--- src/hw/rtl/txcon_pkg.sv ---
// ----------------------------------------------------------------------------
// txcon_pkg
// Shared constants, codes and types of the text console cursor engine.
// ----------------------------------------------------------------------------
package txcon_pkg;

    // Default grid geometry
    localparam int MAX_ROWS_DEF = 32;
    localparam int MAX_COLS_DEF = 128;

    // Port widths
    localparam int CMD_W      = 2;
    localparam int CHAR_W     = 8;
    localparam int ATTR_W     = 8;
    localparam int COLOR_W    = 4;
    localparam int COLS_CFG_W = 8;
    localparam int ROWS_CFG_W = 6;
    localparam int OUT_ROW_W  = 5;
    localparam int OUT_COL_W  = 7;
    localparam int CFG_IDX_W  = 2;
    localparam int CFG_DATA_W = 8;

    // Commands
    localparam logic [CMD_W-1:0] CMD_PUT   = 2'd0;
    localparam logic [CMD_W-1:0] CMD_CLEAR = 2'd1;
    localparam logic [CMD_W-1:0] CMD_READ  = 2'd2;

    // Configuration register indexes
    localparam logic [CFG_IDX_W-1:0] CFG_FG_COLOR = 2'd0;
    localparam logic [CFG_IDX_W-1:0] CFG_BG_COLOR = 2'd1;
    localparam logic [CFG_IDX_W-1:0] CFG_COLS     = 2'd2;
    localparam logic [CFG_IDX_W-1:0] CFG_ROWS     = 2'd3;

    // Configuration reset values
    localparam logic [COLOR_W-1:0]    FG_RESET   = 4'd7;
    localparam logic [COLOR_W-1:0]    BG_RESET   = 4'd0;
    localparam logic [COLS_CFG_W-1:0] COLS_RESET = 8'd80;
    localparam logic [ROWS_CFG_W-1:0] ROWS_RESET = 6'd25;

    // Control characters
    localparam logic [CHAR_W-1:0] CH_NL    = 8'h0A;
    localparam logic [CHAR_W-1:0] CH_CR    = 8'h0D;
    localparam logic [CHAR_W-1:0] CH_TAB   = 8'h09;
    localparam logic [CHAR_W-1:0] CH_BS    = 8'h08;
    localparam logic [CHAR_W-1:0] CH_SPACE = 8'h20;

    // Fill attributes and tab stop
    localparam logic [ATTR_W-1:0] ATTR_SCROLL_FILL = 8'h07;
    localparam logic [ATTR_W-1:0] ATTR_CLEAR       = 8'h00;
    localparam int                TAB_STEP         = 8;

    typedef struct packed {
        logic [COLOR_W-1:0]    fg_color;
        logic [COLOR_W-1:0]    back_color;
        logic [COLS_CFG_W-1:0] cols_in_use;
        logic [ROWS_CFG_W-1:0] rows_in_use;
    } txcon_cfg_t;

    typedef struct packed {
        logic [CHAR_W-1:0] ch;
        logic [ATTR_W-1:0] attr;
    } txcon_cell_t;

    typedef struct packed {
        logic                 cell_written;
        logic [OUT_ROW_W-1:0] written_row;
        logic [OUT_COL_W-1:0] written_col;
        logic [CHAR_W-1:0]    written_char;
        logic [ATTR_W-1:0]    written_attr;
        logic                 did_scroll;
        logic [OUT_COL_W-1:0] cursor_col;
        logic [OUT_ROW_W-1:0] cursor_row;
        logic [CHAR_W-1:0]    cell_char;
        logic [ATTR_W-1:0]    cell_attr;
    } txcon_result_t;

endpackage

--- src/hw/rtl/txcon_seq.sv ---
// ----------------------------------------------------------------------------
// txcon_seq
// Command sequencer: cursor update, cell stores, read, scroll and clear
// walks over the cell store, and the result register.
// ----------------------------------------------------------------------------
module txcon_seq
    import txcon_pkg::*;
#(
    parameter int  MAX_ROWS = MAX_ROWS_DEF,
    parameter int  MAX_COLS = MAX_COLS_DEF,
    localparam int AW       = $clog2(MAX_ROWS * MAX_COLS)
)
(
    input  logic              clk,
    input  logic              rst_n,
    input  txcon_cfg_t        cfg,
    input  logic              in_valid,
    output logic              in_ready,
    input  logic [CMD_W-1:0]  cmd,
    input  logic [CHAR_W-1:0] char_byte,
    input  logic [4:0]        read_row,
    input  logic [6:0]        read_col,
    output logic              out_valid,
    input  logic              out_ready,
    output txcon_result_t     res,
    output logic              mem_we,
    output logic [AW-1:0]     mem_waddr,
    output txcon_cell_t       mem_wdata,
    output logic              mem_re,
    output logic [AW-1:0]     mem_raddr,
    input  txcon_cell_t       mem_rdata
);

    localparam int CW     = $clog2(MAX_COLS);
    localparam int RW     = $clog2(MAX_ROWS);
    localparam int CELLS  = MAX_ROWS * MAX_COLS;
    localparam int CMP_W  = (CW + 1 > COLS_CFG_W) ? CW + 1 : COLS_CFG_W;
    localparam int RCMP_W = (RW + 1 > ROWS_CFG_W) ? RW + 1 : ROWS_CFG_W;

    localparam logic [AW-1:0] ROW_STRIDE  = AW'(MAX_COLS);
    localparam logic [AW-1:0] SCROLL_LAST = AW'(CELLS - MAX_COLS - 1);
    localparam logic [AW-1:0] FILL_FIRST  = AW'(CELLS - MAX_COLS);
    localparam logic [AW-1:0] CELL_LAST   = AW'(CELLS - 1);

    localparam logic [2:0] ST_INIT   = 3'd0;
    localparam logic [2:0] ST_IDLE   = 3'd1;
    localparam logic [2:0] ST_RD     = 3'd2;
    localparam logic [2:0] ST_SCROLL = 3'd3;
    localparam logic [2:0] ST_DRAIN  = 3'd4;
    localparam logic [2:0] ST_FILL   = 3'd5;
    localparam logic [2:0] ST_CLEAR  = 3'd6;
    localparam logic [2:0] ST_EMIT   = 3'd7;

    logic [2:0]    state_reg,    state_next;
    logic [AW-1:0] scan_reg,     scan_next;
    logic          wr_pend_reg,  wr_pend_next;
    logic [AW-1:0] wr_addr_reg,  wr_addr_next;
    logic [CW-1:0] cur_col_reg,  cur_col_next;
    logic [RW-1:0] cur_row_reg,  cur_row_next;
    logic          rd_ok_reg,    rd_ok_next;
    txcon_result_t stage_reg,    stage_next;
    txcon_result_t out_reg;
    logic          out_valid_reg, out_valid_next;
    logic          out_load;

    // Effective limits
    logic [CMP_W-1:0]  cols_cfg, eff_cols;
    logic [RCMP_W-1:0] rows_cfg, eff_rows;

    assign cols_cfg = CMP_W'(cfg.cols_in_use);
    assign rows_cfg = RCMP_W'(cfg.rows_in_use);
    assign eff_cols = (cols_cfg == '0) ? CMP_W'(1) :
                      (cols_cfg > CMP_W'(MAX_COLS)) ? CMP_W'(MAX_COLS) : cols_cfg;
    assign eff_rows = (rows_cfg == '0) ? RCMP_W'(1) :
                      (rows_cfg > RCMP_W'(MAX_ROWS)) ? RCMP_W'(MAX_ROWS) : rows_cfg;

    // Put decode: next cursor, stored cell, scroll
    logic [CMP_W-1:0]  col_ext, tab_col, inc_col;
    logic [RCMP_W-1:0] row_inc;
    logic [CW-1:0]     put_col;
    logic [RW-1:0]     put_row;
    logic              go_nl, put_scroll, st_en;
    logic [CW-1:0]     st_col;
    logic [CHAR_W-1:0] st_char;
    logic [AW-1:0]     st_addr;
    logic [ATTR_W-1:0] cur_attr;

    assign col_ext  = CMP_W'(cur_col_reg);
    assign tab_col  = (col_ext + CMP_W'(TAB_STEP)) & ~CMP_W'(TAB_STEP - 1);
    assign inc_col  = col_ext + CMP_W'(1);
    assign row_inc  = RCMP_W'(cur_row_reg) + RCMP_W'(1);
    assign cur_attr = {cfg.back_color, cfg.fg_color};

    always_comb
    begin
        put_col    = cur_col_reg;
        put_row    = cur_row_reg;
        go_nl      = 1'b0;
        put_scroll = 1'b0;
        st_en      = 1'b0;
        st_col     = cur_col_reg;
        st_char    = char_byte;
        case (char_byte)
            CH_NL:
            begin
                go_nl = 1'b1;
            end
            CH_CR:
            begin
                put_col = '0;
            end
            CH_TAB:
            begin
                if (tab_col >= eff_cols)
                begin
                    go_nl = 1'b1;
                end
                else
                begin
                    put_col = tab_col[CW-1:0];
                end
            end
            CH_BS:
            begin
                if (cur_col_reg != '0)
                begin
                    put_col = cur_col_reg - CW'(1);
                    st_en   = 1'b1;
                    st_col  = put_col;
                    st_char = CH_SPACE;
                end
            end
            default:
            begin
                st_en = 1'b1;
                if (inc_col >= eff_cols)
                begin
                    go_nl = 1'b1;
                end
                else
                begin
                    put_col = inc_col[CW-1:0];
                end
            end
        endcase
        // New line, scrolling past the last row in use
        if (go_nl)
        begin
            put_col = '0;
            if (row_inc >= eff_rows)
            begin
                put_scroll = 1'b1;
                put_row    = RW'(eff_rows - RCMP_W'(1));
            end
            else
            begin
                put_row = row_inc[RW-1:0];
            end
        end
    end

    assign st_addr = AW'(cur_row_reg) * ROW_STRIDE + AW'(st_col);

    // Read request decode
    logic          rd_in_range;
    logic [AW-1:0] rd_req_addr;

    assign rd_in_range = (int'(read_row) < MAX_ROWS) && (int'(read_col) < MAX_COLS);
    assign rd_req_addr = AW'(read_row) * ROW_STRIDE + AW'(read_col);

    assign in_ready = (state_reg == ST_IDLE);

    // Sequencer and cell store port control
    always_comb
    begin
        state_next   = state_reg;
        scan_next    = scan_reg;
        wr_pend_next = 1'b0;
        wr_addr_next = wr_addr_reg;
        cur_col_next = cur_col_reg;
        cur_row_next = cur_row_reg;
        rd_ok_next   = rd_ok_reg;
        stage_next   = stage_reg;
        out_load     = 1'b0;
        mem_we       = 1'b0;
        mem_waddr    = scan_reg;
        mem_wdata    = '{ch: CH_SPACE, attr: ATTR_CLEAR};
        mem_re       = 1'b0;
        mem_raddr    = rd_req_addr;
        case (state_reg)
            ST_IDLE:
            begin
                if (in_valid)
                begin
                    stage_next = '0;
                    scan_next  = '0;
                    case (cmd)
                        CMD_PUT:
                        begin
                            mem_we       = st_en;
                            mem_waddr    = st_addr;
                            mem_wdata    = '{ch: st_char, attr: cur_attr};
                            cur_col_next = put_col;
                            cur_row_next = put_row;
                            stage_next.cell_written = st_en;
                            if (st_en)
                            begin
                                stage_next.written_row  = OUT_ROW_W'(cur_row_reg);
                                stage_next.written_col  = OUT_COL_W'(st_col);
                                stage_next.written_char = st_char;
                                stage_next.written_attr = cur_attr;
                            end
                            stage_next.did_scroll = put_scroll;
                            state_next = put_scroll ? ST_SCROLL : ST_EMIT;
                        end
                        CMD_CLEAR:
                        begin
                            cur_col_next = '0;
                            cur_row_next = '0;
                            state_next   = ST_CLEAR;
                        end
                        CMD_READ:
                        begin
                            mem_re     = rd_in_range;
                            rd_ok_next = rd_in_range;
                            state_next = ST_RD;
                        end
                        default:
                        begin
                            state_next = ST_EMIT;
                        end
                    endcase
                    stage_next.cursor_col = OUT_COL_W'(cur_col_next);
                    stage_next.cursor_row = OUT_ROW_W'(cur_row_next);
                end
            end
            ST_RD:
            begin
                if (rd_ok_reg)
                begin
                    stage_next.cell_char = mem_rdata.ch;
                    stage_next.cell_attr = mem_rdata.attr;
                end
                state_next = ST_EMIT;
            end
            // Move each row up: read one row below, write it in the next cycle
            ST_SCROLL:
            begin
                mem_re       = 1'b1;
                mem_raddr    = scan_reg + ROW_STRIDE;
                mem_we       = wr_pend_reg;
                mem_waddr    = wr_addr_reg;
                mem_wdata    = mem_rdata;
                wr_pend_next = 1'b1;
                wr_addr_next = scan_reg;
                if (scan_reg == SCROLL_LAST)
                begin
                    state_next = ST_DRAIN;
                end
                else
                begin
                    scan_next = scan_reg + AW'(1);
                end
            end
            ST_DRAIN:
            begin
                mem_we     = 1'b1;
                mem_waddr  = wr_addr_reg;
                mem_wdata  = mem_rdata;
                scan_next  = FILL_FIRST;
                state_next = ST_FILL;
            end
            // Blank the bottom stored row
            ST_FILL:
            begin
                mem_we    = 1'b1;
                mem_wdata = '{ch: CH_SPACE, attr: ATTR_SCROLL_FILL};
                if (scan_reg == CELL_LAST)
                begin
                    state_next = ST_EMIT;
                end
                else
                begin
                    scan_next = scan_reg + AW'(1);
                end
            end
            ST_INIT, ST_CLEAR:
            begin
                mem_we = 1'b1;
                if (scan_reg == CELL_LAST)
                begin
                    state_next = (state_reg == ST_INIT) ? ST_IDLE : ST_EMIT;
                end
                else
                begin
                    scan_next = scan_reg + AW'(1);
                end
            end
            ST_EMIT:
            begin
                if (!out_valid_reg || out_ready)
                begin
                    out_load   = 1'b1;
                    state_next = ST_IDLE;
                end
            end
            default:
            begin
                state_next = ST_IDLE;
            end
        endcase
    end

    // Result register
    always_comb
    begin
        if (out_load)
        begin
            out_valid_next = 1'b1;
        end
        else if (out_ready)
        begin
            out_valid_next = 1'b0;
        end
        else
        begin
            out_valid_next = out_valid_reg;
        end
    end

    // Control state
    always_ff @(posedge clk or negedge rst_n)
    begin
        if (!rst_n)
        begin
            state_reg     <= ST_INIT;
            scan_reg      <= '0;
            wr_pend_reg   <= 1'b0;
            cur_col_reg   <= '0;
            cur_row_reg   <= '0;
            rd_ok_reg     <= 1'b0;
            out_valid_reg <= 1'b0;
        end
        else
        begin
            state_reg     <= state_next;
            scan_reg      <= scan_next;
            wr_pend_reg   <= wr_pend_next;
            cur_col_reg   <= cur_col_next;
            cur_row_reg   <= cur_row_next;
            rd_ok_reg     <= rd_ok_next;
            out_valid_reg <= out_valid_next;
        end
    end

    // Payload
    always_ff @(posedge clk)
    begin
        wr_addr_reg <= wr_addr_next;
        stage_reg   <= stage_next;
        if (out_load)
        begin
            out_reg <= stage_reg;
        end
    end

    assign out_valid = out_valid_reg;
    assign res       = out_reg;

endmodule

--- config.mk ---
export PLATFORM = sky130hd
export DESIGN_NAME = txcon_seq
export DESIGN_NICKNAME = d
export VERILOG_FILES = /design/src/hw/rtl/txcon_pkg.sv /design/src/hw/rtl/txcon_seq.sv
export SDC_FILE = /design/constraint.sdc
export NUM_CORES = 1
export LEC_CHECK = 0
export BUFFER_PORTS_ARGS = -buffer_cell sky130_fd_sc_hd__buf_2
export CELL_PAD_IN_SITES_DETAIL_PLACEMENT = 1
export CELL_PAD_IN_SITES_GLOBAL_PLACEMENT = 1
export CORE_MARGIN = 2
export CORE_UTILIZATION = 44
export CTS_CLUSTER_SIZE = 20
export DETAILED_ROUTE_END_ITERATION = 8
export PLACE_DENSITY = 0.9
export SYNTH_ARGS = -nofsm -noshare
export SYNTH_HDL_FRONTEND = slang
export SYNTH_SLANG_ARGS = --single-unit
--- constraint.sdc ---
create_clock -name clk -period 4.83 [get_ports clk]
set_clock_uncertainty 0.05 [all_clocks]
set_input_delay 0.966 -clock clk [delete_from_list [all_inputs] [get_ports clk]]
set_output_delay 0.966 -clock clk [all_outputs]
set_load 0.05 [all_outputs]
# Yosys cells after proc, flatten, opt, wreduce, memory -nomap -nowiden
# Cells that the tools add are included.
totals:
  regBits: 158
  inputBits: 64
  output_inout_bits: 102
  wordCells: 144
op_classes:
  addsub: 9
  magnitude_cmp: 5
  n_eq_ne: 23
  mux: 57
  reduce_logical: 22
ops:
  columns: ["cell", "n"]
  rows:
  - ["12-bit two-way mux", 6]
  - ["16-bit two-way mux", 4]
  - ["12-bit one-hot mux with 4 select lines", 1]
  - ["16-bit one-hot mux with 3 select lines", 1]
  - ["7-bit two-way mux", 5]
  - ["8-bit by 4-bit equality test with 1-bit output, second input constant", 4]
  - ["8-bit two-way mux", 4]
  - ["16-bit one-hot mux with 2 select lines", 1]
  - ["7-bit one-hot mux with 4 select lines", 1]
  - ["12-bit by 7-bit adder with 12-bit output", 2]
  - ["12-bit equality test, second input constant", 2]
  - ["12-bit one-hot mux with 2 select lines", 1]
  - ["3-bit two-way mux", 7]
  - ["3-bit one-hot mux with 7 select lines", 1]
  - ["8-bit greater-or-equal comparator", 2]
  - ["2-bit != test, second input constant", 8]
  - ["1-bit two-way mux", 14]
  - ["7-bit one-hot mux with 2 select lines", 1]
  - ["12-bit by 1-bit adder with 12-bit output, second input constant", 1]
  - ["12-bit by 8-bit adder with 12-bit output, second input constant", 1]
  - ["3-bit equality test, second input constant", 4]
  - ["6-bit two-way mux", 2]
  - ["5-bit two-way mux", 2]
  - ["5-bit one-hot mux with 2 select lines", 1]
  - ["other kinds (31)", 40]

# Depth between registers and ports, before layout
depth:
  ltp_word: 11
  ltp_mapped: 13
  ltp_nobuf: 12

# Worst setup path before layout
# OpenSTA, ideal clock, no wires.
synth_timing:
  path_kind: "in2out"
  from: "input port in_valid"
  to: "output port mem_waddr[0]"
  arrival_time_ps: 3710
  path_slack_ps: 104
  cell_stages: 4
  n_path_buf: 0
  path_cell_list: "nor2_1 -> nor3_4 -> nand2_1 -> o21ai_0"
synth_via:
  elab_chain_len: 2
synth_lines:
  columns: ["element", "line", "source"]
  rows:
  - ["start, declared", "txcon_seq.sv:17", "input logic in_valid,"]
  - ["12-bit two-way mux", "txcon_seq.sv:193", "if (in_valid)"]
  - ["12-bit one-hot mux with 2 select lines", "txcon_seq.sv:190", "case (state_reg)"]
  - ["end, declared", "txcon_seq.sv:27", "output logic [AW-1:0] mem_waddr,"]
# No other way between the ends.

# Worst setup path in the final report
layout_timing:
  from: "register cur_col_reg[0]"
  to: "output port mem_we"
layout_via:
  elab_chain_len: 6
layout_lines:
  columns: ["element", "line", "source"]
  rows:
  - ["start, declared", "txcon_seq.sv:58", "logic [CW-1:0] cur_col_reg, cur_col_next;"]
  - ["start signal, assigned", "txcon_seq.sv:349", "cur_col_reg <= cur_col_next;"]
  - ["7-bit nonzero test", "txcon_seq.sv:125", "if (cur_col_reg != '0)"]
  - ["1-bit two-way mux", "txcon_seq.sv:125", null]
  - ["1-bit one-hot mux with 2 select lines", "txcon_seq.sv:103", "case (char_byte)"]
  - ["1-bit two-way mux", "txcon_seq.sv:197", "case (cmd)"]
  - ["1-bit two-way mux", "txcon_seq.sv:193", null]
  - ["1-bit one-hot mux with 3 select lines", "txcon_seq.sv:190", null]
  - ["end, declared", "txcon_seq.sv:26", "output logic mem_we,"]
# No other way between the ends.

==> key figures <==
Status
  – Status: complete, no violations

Setup path
  – FF-to-FF End: stage_reg[20]$_DFFE_PP_
  – Reg2reg setup slack: 560 ps
  – R2r worst-path depth: 11
  – Crit path depth: 9
  – Crit path from: cur_col_reg[0]$_DFFE_PN0P_
  – Critical path's top delay family: simple AND/OR/NAND/NOR gates
  – Crit Path Category: reg -> out
  – RR Startpoint: cur_col_reg[3]$_DFFE_PN0P_
  – CP arrival: 3550 ps
  – CP Buf/Inv Count: 3
  – Critical Path Sink: mem_we
  – Critical path's slowest cell: dfrtp_1
  – Cell Chain, Critical Path: inv_1, ha_1, nor3b_2, and2_0, nor2_8, o21ai_4, inv_4, a221o_1, buf_2
  – Startpoint class of the critical path: flip-flop
  – Max FO, Critical Path: 19
  – Largest stage delay, worst path: 520 ps
  – CP endpoint kind: output pin
  – CP Data Required Time: 3810 ps

Synth
  – Netlist cell types: 73
  – Mapped Cells: 708
  – Post-Syn Area: 8130 µm²
  – Mapped Nets: 804
  – #FFs+latches synth: 158
  – Sequential share of the synthesized area: 56.5%
  – Syn_area_per_cell: 11.5 µm²
  – Count leader, synth: edfxtp_1
  – Ys flop type: edfxtp_1
  – Synth Warn #: 0
  – Top cells by count, synth: edfxtp_1 (128), nand2_1 (67), o21ai_0 (45)
  – Post-synth EDFFs: 128
  – Area leader, netlist: edfxtp_1
  – Largest cells by area after synthesis: edfxtp_1 (47%), dfrtp_1 (9.2%), ha_1 (4.8%)
  – Async set-or-reset flop fraction in the synthesized netlist: 19.0%
  – Top cell type's share of synthesized area: 47.3%

Die
  – Initial cell density of the core: 45.1%
  – Die Y: 140 µm
  – Die W: 140 µm
  – Io pins: 166
  – Die ar.: 19600 µm²
  – Row Count: 49
  – Core Box Area: 18000 µm²

Clocking
  – Clock transition at the registers of the reported paths: 70 ps
  – Cts repair resizes: 0
  – Skew-Pair Late Insertion Delay: 430 ps
  – Setup Buffers After CTS: 0
  – Clk root buf: clkbuf_16
  – CTS max path bufs: 2
  – Hold buffers post-CTS: 0
  – CTS tree: built
  – Clk sink count: 158
  – H-tree Lvls: 4
  – CTS Buf Count: 17

Power
  – Register share of total power: 32.9%
  – Static Leak: 3.95 nW
  – Psw: 0.00356 W
  – Power Dens Cells: 733 nW/µm²
  – VDD IR max: 0.000423 V
  – Sw Ratio: 49.5%
  – Internal: 0.00362 W
  – Comb pwr share: 48.7%
  – Clock Power Share: 18.4%

Hold path
  – Hold wc startpoint: stage_reg[21]$_DFFE_PP_
  – Hold path depth: 0
  – Min-delay worst type: reg -> reg

Route
  – Iteration-0 DRC count of the detailed router: 551
  – Post-Route WL: 26.3 mm
  – Antenna viol nets, final: 0
  – Average wire per standard cell: 23.6 µm
  – Vias: 6725
  – Initial DRT Pass Iterations: 5
  – Vias per Instance: 6.04
  – DRC viols: 0

STA
  – Hold Slack: 373 ps
  – Fmax: 0.219 GHz
  – Slew @ Worst Pin: 1130 ps
  – Fin worst setup slack: 259 ps
  – Final Hold Violating Endpoints: 0
  – Fin crit period: 4570 ps
  – RSZ-0062 raised after global routing: false
  – Final Max Slew Viols: 0
  – Worst rel slew slack: 24.8%
  – Setup TNS: 0 ps
  – Final period utilization: 94.6%
  – # setup viols final: 0

Run
  – Max-Cap Viols: 0

GRT
  – Initial antenna violation count: 4
  – Pin count of the biggest net entering global routing: 48
  – Global-route wire length before repair: 40.3 mm
  – Grt total ovfl: 0
  – GRT Util Overall: 26.9%
  – Vias in the first global route: 6836

Layout
  – Multi-input logic area: 3300 µm²
  – FF+latch area: 4590 µm²
  – Share of post-route cells with drive strength above 1: 27.4%
  – Fillers: 1966
  – Final nets: 965
  – Layout Area Growth over Synthesis: 20.4%

Place
  – HPWL after DPL: 19.1 mm
  – DP Worst Slack: 430 ps
  – Port Buffers: 165
  – Placer Congestion: 0.918
-- per-stage QoR --
step	power [W]	instance area, µm²	instances	util [%]
after global routing	0.00748	9790	1113	54.3
after global placement	0.00564	9210	1079	51.1
after floorplan	0.00481	8130	708	-
after CTS	0.00717	9780	1111	54.3
after detailed placement	0.00582	9210	1079	51.1
final	0.00718	9790	1114	54.3
-- final cells by class --
| cell class | count | share of cell area [%] |
|---|---|---|
| timing repair buffer | 178 | 9.43 |
| multi-input combinational | 489 | 33.8 |
| clock buffer | 17 | 4.35 |
| antenna | 3 | 0.0767 |
| tap | 229 | 2.93 |
| inverter | 25 | 0.984 |
| sequential | 158 | 46.9 |
| clock inverter | 15 | 1.53 |
-- cell usage in the layout (no fill, tap or decap), types with 8 or more instances in the layout --
| cell | Yosys | final |
|---|---|---|
| buf_2 | 6 | 165 |
| edfxtp_1 | 128 | 128 |
| nand2_1 | 67 | 67 |
| o21ai_0 | 45 | 45 |
| nor2_1 | 43 | 41 |
| and2_1 | 36 | 36 |
| ha_1 | 31 | 31 |
| dfrtp_1 | 30 | 30 |
| a21oi_1 | 25 | 25 |
| inv_1 | 22 | 22 |
| nand3_1 | 18 | 18 |
| clkbuf_16 | 0 | 17 |
| nor3_1 | 15 | 15 |
| a22o_1 | 15 | 15 |
| a22oi_1 | 14 | 14 |
| a221o_1 | 13 | 13 |
| buf_4 | 0 | 13 |
| nand2b_1 | 12 | 12 |
| xnor2_1 | 11 | 11 |
| mux2_2 | 11 | 11 |
| a21o_1 | 9 | 9 |
| and3_1 | 8 | 8 |
-- power groups by stage --
stage	Combinational [W]	Sequential (W)	Clock, W
3_5_place_dp	0.00345	0.00237	0
3_3_place_gp	0.00331	0.00232	0
5_1_grt	0.00369	0.00241	0.00138
4_1_cts	0.00348	0.00236	0.00133
6_report	0.00350	0.00236	0.00132
2_1_floorplan	0.00208	0.00273	0
-- worst min path at each step --
stage	endpoint	slack, ps
after global routing	res[46]$_DFFE_PP_	380
after global placement	res[4]$_DFFE_PP_	350
after CTS	res[31]$_DFFE_PP_	370
after floorplan	res[0]$_DFFE_PP_	350
final	res[21]$_DFFE_PP_	370
after detailed placement	res[31]$_DFFE_PP_	360
-- logic make-up (layout without fill, tap and decap cells) --
logic type      Yosys count  after routing  synth area share [%]
compound gates          183            183                  15.9
xor+xnor                 18             18                  1.94
fa+ha+maj                32             32                  5.02
buf+inv                  61            235                  3.14
flops                   158            158                  56.5
mux                      13             13                  1.77
other cells               0              3                     0
simple gates            243            243                  15.7
-- metal layers --
layer | up-vias | part of all wire (%) | GRT usage [%] | wire [µm]
met5 | - | 0.049 | 0 | 13
met4 | 2 | 3.2 | 10.5 | 850
met3 | 57 | 6.2 | 4.03 | 1630
met2 | 317 | 52 | 46.9 | 13600
met1 | 3353 | 39 | 33.9 | 10200
li1 | 2996 | - | - | -
Power figures use the tool's default switching activity.
